===== src/hw/rtl/acmtm_pkg.sv =====
// Package for the alive counter and message timeout monitor.
// Shared op codes, event kinds and cell command types. No dependencies.
package acmtm_pkg;

	localparam int IdW   = 29;
	localparam int TimeW = 32;
	localparam int CfgW  = 16;
	localparam logic [3:0] AliveSna = 4'd15;

	localparam logic [1:0] OpTick  = 2'd0;
	localparam logic [1:0] OpAlive = 2'd1;
	localparam logic [1:0] OpMsg   = 2'd2;
	localparam logic [1:0] OpQuery = 2'd3;

	localparam logic [2:0] EvDone     = 3'd0;
	localparam logic [2:0] EvHbLost   = 3'd1;
	localparam logic [2:0] EvHbRest   = 3'd2;
	localparam logic [2:0] EvMsgTo    = 3'd3;
	localparam logic [2:0] EvTblFull  = 3'd4;

	localparam logic [1:0] RegHb     = 2'd0;
	localparam logic [1:0] RegMsg    = 2'd1;
	localparam logic [1:0] RegPeriod = 2'd2;

	// broadcast command to all cells
	typedef struct packed {
		logic             write;   // write id/time into selected cell
		logic [IdW-1:0]   id;
		logic [TimeW-1:0] now;
	} cell_cmd_t;

	// per-cell status seen by the controller
	typedef struct packed {
		logic           valid;
		logic           expired;
		logic           hit;
		logic [IdW-1:0] id;
	} cell_stat_t;

endpackage


===== src/hw/rtl/acmtm_cell.sv =====
// One table entry of the message timeout monitor.
// Holds id, arrival time and marks; a scan token passes from cell to cell.
// Depends on acmtm_pkg.
module acmtm_cell
	import acmtm_pkg::*;
(
	input  logic             clk,
	input  logic             arst_n,
	input  cell_cmd_t        cmd,
	input  logic             sel,       // write target of this cycle
	input  logic             adv,       // token may move this cycle
	input  logic             scan_in,   // token from left neighbor
	input  logic [CfgW-1:0]  msg_to,
	output logic             scan_out,  // token to right neighbor
	output logic             fire,      // this cell times out now
	output cell_stat_t       stat
);

	logic             valid_q;
	logic             expired_q;
	logic             token_q;
	logic [IdW-1:0]   id_q;
	logic [TimeW-1:0] seen_q;
	logic [TimeW-1:0] age;

	assign age  = cmd.now - seen_q;
	assign fire = token_q && valid_q && !expired_q && (age > {16'd0, msg_to});
	assign scan_out = token_q;

	assign stat.valid   = valid_q;
	assign stat.expired = expired_q;
	assign stat.hit     = valid_q && (id_q == cmd.id);
	assign stat.id      = id_q;

	always_ff @(posedge clk or negedge arst_n) begin
		if (!arst_n) begin
			valid_q   <= 1'b0;
			expired_q <= 1'b0;
			token_q   <= 1'b0;
		end else begin
			if (adv) token_q <= scan_in;
			if (cmd.write && sel) begin
				valid_q   <= 1'b1;
				expired_q <= 1'b0;
			end else if (fire && adv) begin
				expired_q <= 1'b1;
			end
		end
	end

	always_ff @(posedge clk) begin
		if (cmd.write && sel) begin
			id_q   <= cmd.id;
			seen_q <= cmd.now;
		end
	end

endmodule


===== src/hw/rtl/alive_counter_message_timeout_monitor.sv =====
// Alive counter and message timeout monitor, top level: control, config, cells.
// An accepted item passes StExec, then StDone, which emits the done result;
// a check tick passes StScan in between, walking one cell per cycle while
// the output is free. Stalls hold each state; one item is taken at a time.
// Reset: asynchronous, clears control, marks and config to defaults.
// Depends on acmtm_pkg and acmtm_cell.
module alive_counter_message_timeout_monitor
	import acmtm_pkg::*;
#(
	parameter int TABLE_DEPTH = 16
) (
	input  logic             clk,
	input  logic             arst_n,
	input  logic             psel,
	input  logic             penable,
	input  logic             pwrite,
	input  logic [3:0]       paddr,
	input  logic [31:0]      pwdata,
	output logic [31:0]      prdata,
	output logic             pready,
	input  logic             in_valid,
	output logic             in_ready,
	input  logic [1:0]       op,
	input  logic [3:0]       alive_count,
	input  logic [IdW-1:0]   message_id,
	output logic             out_valid,
	input  logic             out_ready,
	output logic [2:0]       event_kind,
	output logic [IdW-1:0]   event_id,
	output logic             query_timed_out,
	output logic             heartbeat_good,
	output logic             last
);

	typedef enum logic [3:0] {
		StIdle = 4'b0001,
		StExec = 4'b0010,
		StScan = 4'b0100,
		StDone = 4'b1000
	} state_t;

	state_t state_q, state_d;

	logic [CfgW-1:0]  hb_to_q, msg_to_q, period_q;
	logic [TimeW-1:0] now_q, alive_time_q, now_d, alive_time_d;
	logic [CfgW-1:0]  countdown_q, countdown_d;
	logic [3:0]       last_alive_q, last_alive_d;
	logic             hb_q, hb_d;
	logic             check_q, check_d;
	logic [1:0]       op_q;
	logic [3:0]       alive_in_q;
	logic [IdW-1:0]   id_in_q;
	logic             q_ans_q, q_ans_d;

	logic             ovalid_q, ovalid_d;
	logic [2:0]       okind_q, okind_d;
	logic [IdW-1:0]   oid_q, oid_d;
	logic             oq_q, oq_d;
	logic             olast_q, olast_d;

	cell_cmd_t                 cmd;
	cell_stat_t                stat   [TABLE_DEPTH];
	logic [TABLE_DEPTH-1:0]    fire;
	logic [TABLE_DEPTH-1:0]    sel;
	logic [TABLE_DEPTH:0]      chain;
	logic                      start_scan;

	// config port
	logic cfg_wr;
	assign cfg_wr = psel && penable && pwrite;
	assign pready = 1'b1;

	always_comb begin
		prdata = '0;
		unique case (paddr[3:2])
			RegHb:     prdata = {16'd0, hb_to_q};
			RegMsg:    prdata = {16'd0, msg_to_q};
			RegPeriod: prdata = {16'd0, period_q};
			default:   prdata = '0;
		endcase
	end

	always_ff @(posedge clk or negedge arst_n) begin
		if (!arst_n) begin
			hb_to_q  <= 16'd1000;
			msg_to_q <= 16'd1000;
			period_q <= 16'd100;
		end else if (cfg_wr) begin
			unique case (paddr[3:2])
				RegHb:     hb_to_q  <= pwdata[15:0];
				RegMsg:    msg_to_q <= pwdata[15:0];
				RegPeriod: period_q <= pwdata[15:0];
				default:   ;
			endcase
		end
	end

	// lookup across cells
	logic             any_hit, any_free, hit_exp;
	logic [TABLE_DEPTH-1:0] hit_oh, free_oh;
	always_comb begin
		any_hit = 1'b0;
		any_free = 1'b0;
		hit_exp = 1'b0;
		hit_oh = '0;
		free_oh = '0;
		for (int i = 0; i < TABLE_DEPTH; i++) begin
			if (stat[i].hit && !any_hit) begin
				hit_oh[i] = 1'b1;
				hit_exp = stat[i].expired;
				any_hit = 1'b1;
			end
			if (!stat[i].valid && !any_free) begin
				free_oh[i] = 1'b1;
				any_free = 1'b1;
			end
		end
	end

	logic [CfgW-1:0]  cd_load, cd_next;
	assign cd_load = (countdown_q == '0) ? ((period_q == '0) ? 16'd1 : period_q) : countdown_q;
	assign cd_next = cd_load - 16'd1;

	logic ofree;
	assign ofree = !ovalid_q || out_ready;

	logic exec;
	assign exec = (state_q == StExec) && ofree;
	assign cmd.id    = id_in_q;
	assign cmd.now   = now_q;
	assign cmd.write = exec && (op_q == OpMsg) && (any_hit || any_free);
	assign sel       = any_hit ? hit_oh : free_oh;

	// token moves only while the output register can take a result
	logic scan_adv;
	assign scan_adv = ofree;
	assign chain[0] = start_scan;

	logic [IdW-1:0] fire_id;
	logic           any_fire;
	always_comb begin
		fire_id = '0;
		any_fire = 1'b0;
		for (int i = 0; i < TABLE_DEPTH; i++) begin
			if (fire[i]) begin
				fire_id = stat[i].id;
				any_fire = 1'b1;
			end
		end
	end

	genvar g;
	generate
		for (g = 0; g < TABLE_DEPTH; g++) begin : g_cell
			logic tok_out;
			acmtm_cell u_cell (
				.clk      (clk),
				.arst_n   (arst_n),
				.cmd      (cmd),
				.sel      (sel[g]),
				.adv      (scan_adv),
				.scan_in  (chain[g]),
				.msg_to   (msg_to_q),
				.scan_out (tok_out),
				.fire     (fire[g]),
				.stat     (stat[g])
			);
			assign chain[g+1] = tok_out;
		end
	endgenerate

	assign in_ready = (state_q == StIdle);
	assign out_valid = ovalid_q;
	assign event_kind = okind_q;
	assign event_id = oid_q;
	assign query_timed_out = oq_q;
	assign heartbeat_good = hb_q;
	assign last = olast_q;

	logic hb_lost_now;
	assign hb_lost_now = hb_q && ((now_q - alive_time_q) > {16'd0, hb_to_q});

	logic new_alive;
	assign new_alive = (alive_in_q != AliveSna) && (alive_in_q != last_alive_q);

	assign start_scan = exec && (op_q == OpTick) && check_q;

	always_comb begin
		state_d      = state_q;
		now_d        = now_q;
		alive_time_d = alive_time_q;
		countdown_d  = countdown_q;
		last_alive_d = last_alive_q;
		hb_d         = hb_q;
		check_d      = check_q;
		q_ans_d      = q_ans_q;
		ovalid_d     = ovalid_q && !out_ready;
		okind_d      = okind_q;
		oid_d        = oid_q;
		oq_d         = oq_q;
		olast_d      = olast_q;
		unique case (state_q)
			StIdle: begin
				if (in_valid) begin
					state_d = StExec;
					check_d = 1'b0;
					if (op == OpTick) begin
						now_d       = now_q + 32'd1;
						countdown_d = cd_next;
						check_d     = (cd_next == '0);
					end
				end
			end
			StExec: begin
				if (ofree) begin
					state_d = StDone;
					q_ans_d = 1'b0;
					unique case (op_q)
						OpTick: begin
							if (check_q) begin
								state_d = StScan;
								if (hb_lost_now) begin
									hb_d     = 1'b0;
									ovalid_d = 1'b1;
									okind_d  = EvHbLost;
									oid_d    = '0;
									oq_d     = 1'b0;
									olast_d  = 1'b0;
								end
							end
						end
						OpAlive: begin
							if (new_alive) begin
								last_alive_d = alive_in_q;
								alive_time_d = now_q;
								if (!hb_q) begin
									hb_d     = 1'b1;
									ovalid_d = 1'b1;
									okind_d  = EvHbRest;
									oid_d    = '0;
									oq_d     = 1'b0;
									olast_d  = 1'b0;
								end
							end
						end
						OpMsg: begin
							if (!any_hit && !any_free) begin
								ovalid_d = 1'b1;
								okind_d  = EvTblFull;
								oid_d    = id_in_q;
								oq_d     = 1'b0;
								olast_d  = 1'b0;
							end
						end
						default: begin
							q_ans_d = !any_hit || hit_exp;
						end
					endcase
				end
			end
			StScan: begin
				if (ofree) begin
					if (any_fire) begin
						ovalid_d = 1'b1;
						okind_d  = EvMsgTo;
						oid_d    = fire_id;
						oq_d     = 1'b0;
						olast_d  = 1'b0;
					end
					if (chain[TABLE_DEPTH]) state_d = StDone;
				end
			end
			StDone: begin
				if (ofree) begin
					ovalid_d = 1'b1;
					okind_d  = EvDone;
					oid_d    = '0;
					oq_d     = q_ans_q;
					olast_d  = 1'b1;
					state_d  = StIdle;
				end
			end
			default: state_d = StIdle;
		endcase
	end

	always_ff @(posedge clk or negedge arst_n) begin
		if (!arst_n) begin
			state_q      <= StIdle;
			now_q        <= '0;
			alive_time_q <= '0;
			countdown_q  <= '0;
			last_alive_q <= AliveSna;
			hb_q         <= 1'b1;
			check_q      <= 1'b0;
			q_ans_q      <= 1'b0;
			ovalid_q     <= 1'b0;
			okind_q      <= EvDone;
			oid_q        <= '0;
			oq_q         <= 1'b0;
			olast_q      <= 1'b0;
		end else begin
			state_q      <= state_d;
			now_q        <= now_d;
			alive_time_q <= alive_time_d;
			countdown_q  <= countdown_d;
			last_alive_q <= last_alive_d;
			hb_q         <= hb_d;
			check_q      <= check_d;
			q_ans_q      <= q_ans_d;
			ovalid_q     <= ovalid_d;
			okind_q      <= okind_d;
			oid_q        <= oid_d;
			oq_q         <= oq_d;
			olast_q      <= olast_d;
		end
	end

	always_ff @(posedge clk) begin
		if (in_valid && in_ready) begin
			op_q       <= op;
			alive_in_q <= alive_count;
			id_in_q    <= message_id;
		end
	end

endmodule


===== config.mk =====
export PLATFORM = sky130hd
export DESIGN_NAME = alive_counter_message_timeout_monitor
export DESIGN_NICKNAME = d
export VERILOG_FILES = /design/src/hw/rtl/acmtm_pkg.sv /design/src/hw/rtl/acmtm_cell.sv /design/src/hw/rtl/alive_counter_message_timeout_monitor.sv
export SDC_FILE = /design/constraint.sdc
export NUM_CORES = 2
export LEC_CHECK = 0
export BUFFER_PORTS_ARGS = -buffer_cell sky130_fd_sc_hd__buf_2
export CAP_MARGIN = 20
export CORE_UTILIZATION = 40
export DETAILED_ROUTE_END_ITERATION = 8
export PLACE_DENSITY = 0.66
export SLEW_MARGIN = 20
export SYNTH_ARGS = -nofsm -noshare
export SYNTH_HDL_FRONTEND = slang
export SYNTH_SLANG_ARGS = --single-unit
export TNS_END_PERCENT = 50

===== constraint.sdc =====
create_clock -name clk -period 17.9 [get_ports clk]
set_clock_uncertainty 0.15 [all_clocks]
set_input_delay 1.79 -clock clk [delete_from_list [all_inputs] [get_ports clk]]
set_output_delay 1.79 -clock clk [all_outputs]
set_load 0.05 [all_outputs]

Word level (Yosys, flattened, before mapping):

Cells that the tools add are included.

* output and inout bits: 70
* flip-flop bits (word level): 1233

* muxes and demuxes: 204
* reductions and logical operators: 240
* equality and inequality tests: 41
* add/sub/neg operators: 19
* order comparisons: 17

Operators with widths (number)
* 2-to-1 mux 29 bit: 25
* greater-than comparator 32 x 16 -> 1 bit: 17
* subtractor 32 bit: 17
* equality test 29 bit: 16
* one-hot mux 29 bit (3 select lines): 2
* 2-to-1 mux 1 bit: 148
* logical AND 1 bit: 138
* zero test 1 bit: 64
* zero test 16 bit: 3
* 2-to-1 mux 16 bit: 3
* one-hot mux 16 bit (3 select lines): 1
* nonzero test 2 bit: 17
* adder 32 x 1 -> 32 bit (second input constant): 1
* 2-to-1 mux 4 bit: 7
* 2-to-1 mux 3 bit: 9
* one-hot mux 3 bit (3 select lines): 2
* one-hot mux 4 bit (4 select lines): 1
* subtractor 16 x 1 -> 16 bit (second input constant): 1
* one-hot mux 1 bit (3 select lines): 5
* != test 3 bit (second input constant): 4
* AND reduction 11 bit: 1
* != test 2 bit (second input constant): 5
* AND reduction 2 bit: 5
* != test 2 x 1 -> 1 bit (second input constant): 4
* other kinds (19): 25

Logic depth before layout (Yosys ltp):

* depth after elaboration: 54
* gate-level depth with buffers: 31

Modules after synthesis:

From an unflattened synthesis, not the netlist that was laid out.

* cells, all modules: 9578
* area, all modules: 91376.4 µm²

By module, submodules not included
* acmtm_cell at g_cell[0].u_cell ...: cells an instance 473, sequential area each 1906.8 µm², instances 13, area each 4645.7 µm²
* alive_counter_message_timeout_monitor: cells an instance 2020, sequential area each 5431.5 µm², instances 1, area each 16950.0 µm²
* acmtm_cell at g_cell[8].u_cell: cells an instance 491, sequential area each 1906.8 µm², instances 1, area each 4873.4 µm²
* acmtm_cell at g_cell[9].u_cell: cells an instance 460, sequential area each 1906.8 µm², instances 1, area each 4580.6 µm²
* acmtm_cell at g_cell[13].u_cell: cells an instance 458, sequential area each 1906.8 µm², instances 1, area each 4578.1 µm²

Worst setup path after synthesis:

Ideal clock, no wire load.

* kind: register to register
* start point: register id_in_q[11]
* end point: register g_cell[8].u_cell.id_q[0] (enable)
* required time: 17.247 ns
* library setup time: 0.503 ns
* buffers on the path: 2
* setup slack: 10.354 ns
* data arrival time: 6.893 ns
* cell stages (with the launch flop): 16
* period minus slack after synthesis: 7.546 ns
* cell sequence: edfxtp_1 buf_2 buf_1 inv_1 o21ai_0 nor4_1 nand4_1 nand3_1 nor3b_1 and4b_1 nand4b_1 nor3b_1 nand3_1 or2_2 or4b_2 a21oi_1

* word-level cells in the longest chain between the ends: 51
* elaborated cells on any way between the ends: 83
* classes of those cells: eq/ne: 16; mux: 18; reduce/logical: 49

Ends and longest elaborated chain
* start: declaration: line alive_counter_message_timeout_monitor.sv:52 `logic [IdW-1:0] id_in_q;`
* start signal: assignment: line alive_counter_message_timeout_monitor.sv:323 `id_in_q <= message_id;`
* equality test 29 bit: line acmtm_cell.sv:32 `assign stat.hit = valid_q && (id_q == cmd.id);`
* logical AND 1 bit: line acmtm_cell.sv:32
* 2-to-1 mux 1 bit: line alive_counter_message_timeout_monitor.sv:108 `if (stat[i].hit && !any_hit) begin`
* zero test 1 bit: line alive_counter_message_timeout_monitor.sv:108
* logical AND 1 bit: line alive_counter_message_timeout_monitor.sv:108
* 2-to-1 mux 1 bit: line alive_counter_message_timeout_monitor.sv:108
* zero test 1 bit: line alive_counter_message_timeout_monitor.sv:108
* logical AND 1 bit: line alive_counter_message_timeout_monitor.sv:108
* (+35 left out)
* logical AND 1 bit: line alive_counter_message_timeout_monitor.sv:108
* 2-to-1 mux 1 bit: line alive_counter_message_timeout_monitor.sv:108
* zero test 1 bit: line alive_counter_message_timeout_monitor.sv:108
* logical AND 1 bit: line alive_counter_message_timeout_monitor.sv:108
* 2-to-1 mux 1 bit: line alive_counter_message_timeout_monitor.sv:108
* logical OR 1 bit: line alive_counter_message_timeout_monitor.sv:131 `assign cmd.write = exec && (op_q == OpMsg) && (any_hit || any_free);`
* logical AND 1 bit: line alive_counter_message_timeout_monitor.sv:131
* logical AND 1 bit *: line acmtm_cell.sv:52 `if (cmd.write && sel) begin`
* end signal: assignment: line acmtm_cell.sv:53 `id_q <= cmd.id;`
* end: declaration: line acmtm_cell.sv:22 `logic [IdW-1:0] id_q;`

Mark *: on every way between the ends. The rest lies on a longest branch, timed or not.
A chain may end at the register's enable or synchronous reset.

Worst setup path after layout:

* start point: register now_q[0]
* end point: register olast_q (netlist: last)

* word-level cells in the longest chain between the ends: 21
* elaborated cells on any way between the ends: 70
* classes of those cells: add/sub: 17; order compare: 17; eq/ne: 2; mux: 16; reduce/logical: 18

Ends and longest elaborated chain
* start: declaration: line alive_counter_message_timeout_monitor.sv:45 `logic [TimeW-1:0] now_q, alive_time_q, now_d, alive_time_d;`
* start signal: assignment: line alive_counter_message_timeout_monitor.sv:304 `now_q <= now_d;`
* subtractor 32 bit: line acmtm_cell.sv:26 `assign age = cmd.now - seen_q;`
* greater-than comparator 32 x 16 -> 1 bit: line acmtm_cell.sv:27 `assign fire = token_q && valid_q && !expired_q && (age > {16'd0, msg_to});`
* logical AND 1 bit: line acmtm_cell.sv:27
* 2-to-1 mux 1 bit (16 in series): line alive_counter_message_timeout_monitor.sv:145 `if (fire[i]) begin`
* != test 2 bit (no line)
* AND reduction 11 bit (no line) *
* end signal: assignment: line alive_counter_message_timeout_monitor.sv:315 `olast_q <= olast_d;`
* end: declaration: line alive_counter_message_timeout_monitor.sv:59 `logic olast_q, olast_d;`

Marked as above.

==> impl_metrics.yaml <==
sta:
  tightest_slew_ps: 1140
  fmaxAchievable_mhz: 105
  setup_viol: 0
  rsz0062_at_grt: "no"
  finalHoldViolCount: 0
  slew_viol_final: 0
  final.setup.worst_slack_ps: 8340
  maxSlewHeadroom: 0.233
  period_share: 0.534
  tns_ps: 0
  fin_crit_ps: 9560
  hold_slack_ps: 343
placed_design:
  dpl.hpwl_um: 203000
  dpl_cell_area_mm2: 0.0933
  gp_congestion: 0.940
  pre_cts_ws_ps: 8390
  port-buffer-count: 112
clock_network:
  htree_levels: 4
  cts_buffer_depth: 3
  cts_tree: "done"
  cts_resized: 0
  clk_latency_ps: 840
  cts_setup_buffers: 0
  numClockSinks: 1233
  cts_made_buffers: 145
  cts.hold.buffers_added: 0
  cts_root_buf: "clkbuf_16"
  clkSlewWorstSetupHoldPaths_ps: 60
setup_path:
  critPathLaunch: "now_q[0]"
  cp-start-kind: "flip-flop"
  cpLargestDelayFamily: "simple AND/OR/NAND/NOR gates"
  reg2reg_from: "now_q[0]"
  critPathBufInv: 5
  crit_required_ps: 18450
  path_max_fanout: 65
  crit_path_frequent_cell: "buf_4"
  criticalPathCategory: "flip-flop to flip-flop"
  cp_data_arrival_time_ps: 10110
  rrSetupSlack_ps: 8340
  rr_worst_depth: 26
  cpPeakStageDelay_ps: 890
  slowest_stage: "nand2_1"
  worstSetupEndpointType: "flip-flop"
  r2r_end: "last"
power_and_ir_drop:
  p_per_area_mw_per_mm2: 95.1
  peakVddDrop_mv: 0.160
  leakage_nw: 40.6
min_path:
  holdCritPathClass: "flip-flop to flip-flop"
  min_to: "q_ans_q"
  min_path_cells: 2
  min_from: "q_ans_q"
synthesis:
  async_reset_ff_frac: 0.180
  synth_area_mm2: 0.0887
  ys_top_cells_by_area: "edfxtp_1 34%, ha_1 11%, dfrtp_1 5.7%"
  synth_top_cell_by_area: "edfxtp_1"
  yosys_warnings: 0
  synth_seq_cells: 1233
  synth-edff-count: 1011
  synth_top_area_frac: 0.342
  ys.flop_type: "edfxtp_1"
  avgSynthCellArea_um2: 9.63
  synth_cell_types: 96
  yosysSeqAreaShare: 0.405
  synthCells: 9209
global_route:
  grt_pass1_wl_um: 430000
  grtUsageTotal: 0.249
  grt_overflow_total: 0
  grt_max_degree: 127
  antenna_found_initial: 14
  grt_pass1_vias: 70733
die:
  start_util: 0.403
  ios: 148
  core_region_area_mm2: 0.220
  die-width_um: 473
  num_rows: 172
  dieArea_mm2: 0.224
  die_h_um: 473
cells_and_area:
  num-nets-final: 10242
  layout-drive-gt1-share: 0.0770
  syn_to_final_growth_pct: 10.8
  multiInputGateArea_mm2: 0.0488
  seqCellArea_mm2: 0.0360
  final_util: 0.446
  final_area_mm2: 0.0982
  fillCellCount: 21017
route:
  routedWlPerCell_um: 23.0
  vias: 74129
  wirelength_um: 286000
  dr.first_iter.drc_count: 7130
  firstDrtPassIters: 6
  ant_nets: 0
  viasPerCell: 5.97
  drc: 0
flow_run:
  drv_cap: 0
run_status:
  run_status: "completed"
-- cell usage after synthesis, types with 74 or more instances --
cell type / instances
nor2b_1: 93
o21ai_0: 575
clkbuf_1: 243
nand2b_1: 97
inv_1: 782
xnor2_1: 385
nor3_1: 176
edfxtp_1: 1011
mux2i_1: 97
and3_1: 74
a211oi_1: 103
nand3_1: 316
dfrtp_1: 201
nor2_1: 528
a21oi_1: 598
nand2_1: 679
nand4_1: 199
nor4_1: 192
a21o_1: 224
xor2_1: 423
o211ai_1: 120
o21a_1: 128
ha_1: 808
-- layout by cell type (no fill, tap or decap), types with 49 or more instances in the layout --
cell type,n
a211oi_1,103
a21o_1,224
a21oi_1,587
a31oi_1,62
and3_1,74
buf_2,111
buf_4,171
clkbuf_16,147
dfrtp_1,170
edfxtp_1,1011
ha_1,808
inv_1,780
mux2_2,54
mux2i_1,97
nand2_1,679
nand2b_1,97
nand3_1,316
nand4_1,199
nor2_1,519
nor2b_1,91
nor3_1,166
nor4_1,189
o2111ai_1,49
o211ai_1,120
o21a_1,128
o21ai_0,573
o21bai_1,54
xnor2_1,385
xor2_1,423
-- metrics by stage --
step | instances | total power (W)
after floorplan | 9224 | 0.00546
after global placement | 12148 | 0.00624
after detailed placement | 12148 | 0.00632
after CTS | 12411 | 0.00936
after global routing | 12416 | 0.00978
final | 12416 | 0.00934
-- metal layers --
| layer | global-route usage | share of wire |
|---|---|---|
| met5 | 0 | 0.00010 |
| met2 | 0.401 | 0.45 |
| met3 | 0.0356 | 0.071 |
| met4 | 0.130 | 0.056 |
| met1 | 0.323 | 0.42 |
-- tightest hold or removal path: cells and delay by family (launching register included) --
kind	cells	cell delay, ps
flip-flops	1	350
AND/OR/NAND/NOR	1	50
AO/OA/AOI/OAI	1	50
-- layout make-up --
| cell class | instances | share of cell area |
|---|---|---|
| Antenna cell | 3 | 0.0000764 |
| Clock buffer | 187 | 0.0402 |
| Clock inverter | 76 | 0.00854 |
| Inverter | 782 | 0.0299 |
| Multi-Input combinational cell | 6889 | 0.497 |
| Sequential cell | 1233 | 0.366 |
| Tap cell | 2958 | 0.0377 |
| Timing Repair Buffer | 288 | 0.0201 |
-- logic make-up (layout without fill, tap and decap cells) --
group | Yosys count | after routing | synth area share
xor gates and xnor gates | 808 | 808 | 0.0798
and+or+nand+nor | 2632 | 2632 | 0.149
AOI/OAI and AO/OA | 2455 | 2455 | 0.182
DFF | 1233 | 1233 | 0.405
buffers and inverters | 1102 | 1333 | 0.0480
adders and majority gates | 825 | 825 | 0.118
muxes | 152 | 152 | 0.0179
other | 2 | 20 | 0.0000847
-- where the power goes --
part	total [W]	internal, W	switching, W
Combinational	0.00282	0.00104	0.00178
Sequential	0.00349	0.00334	0.000154
Clock	0.00303	0.00173	0.00129
-- state kept, by name, summed over array words and instances, names as in the netlist, 29 cells and up --
name,count
g_cell.u_cell.seen_q,512
g_cell.u_cell.id_q,464
alive_time_q,32
now_q,32
event_id,29
id_in_q,29
-- how the worst max path moves through the flow --
stage	cells after the start	to	slack, ps
after floorplan	15	g_cell[8].u_cell.id_q[0]	10350
after global placement	26	last	8500
after detailed placement	26	last	8390
after CTS	26	last	8370
after global routing	26	last	7980
final	26	last	8340
Power figures use the tool's default switching activity.
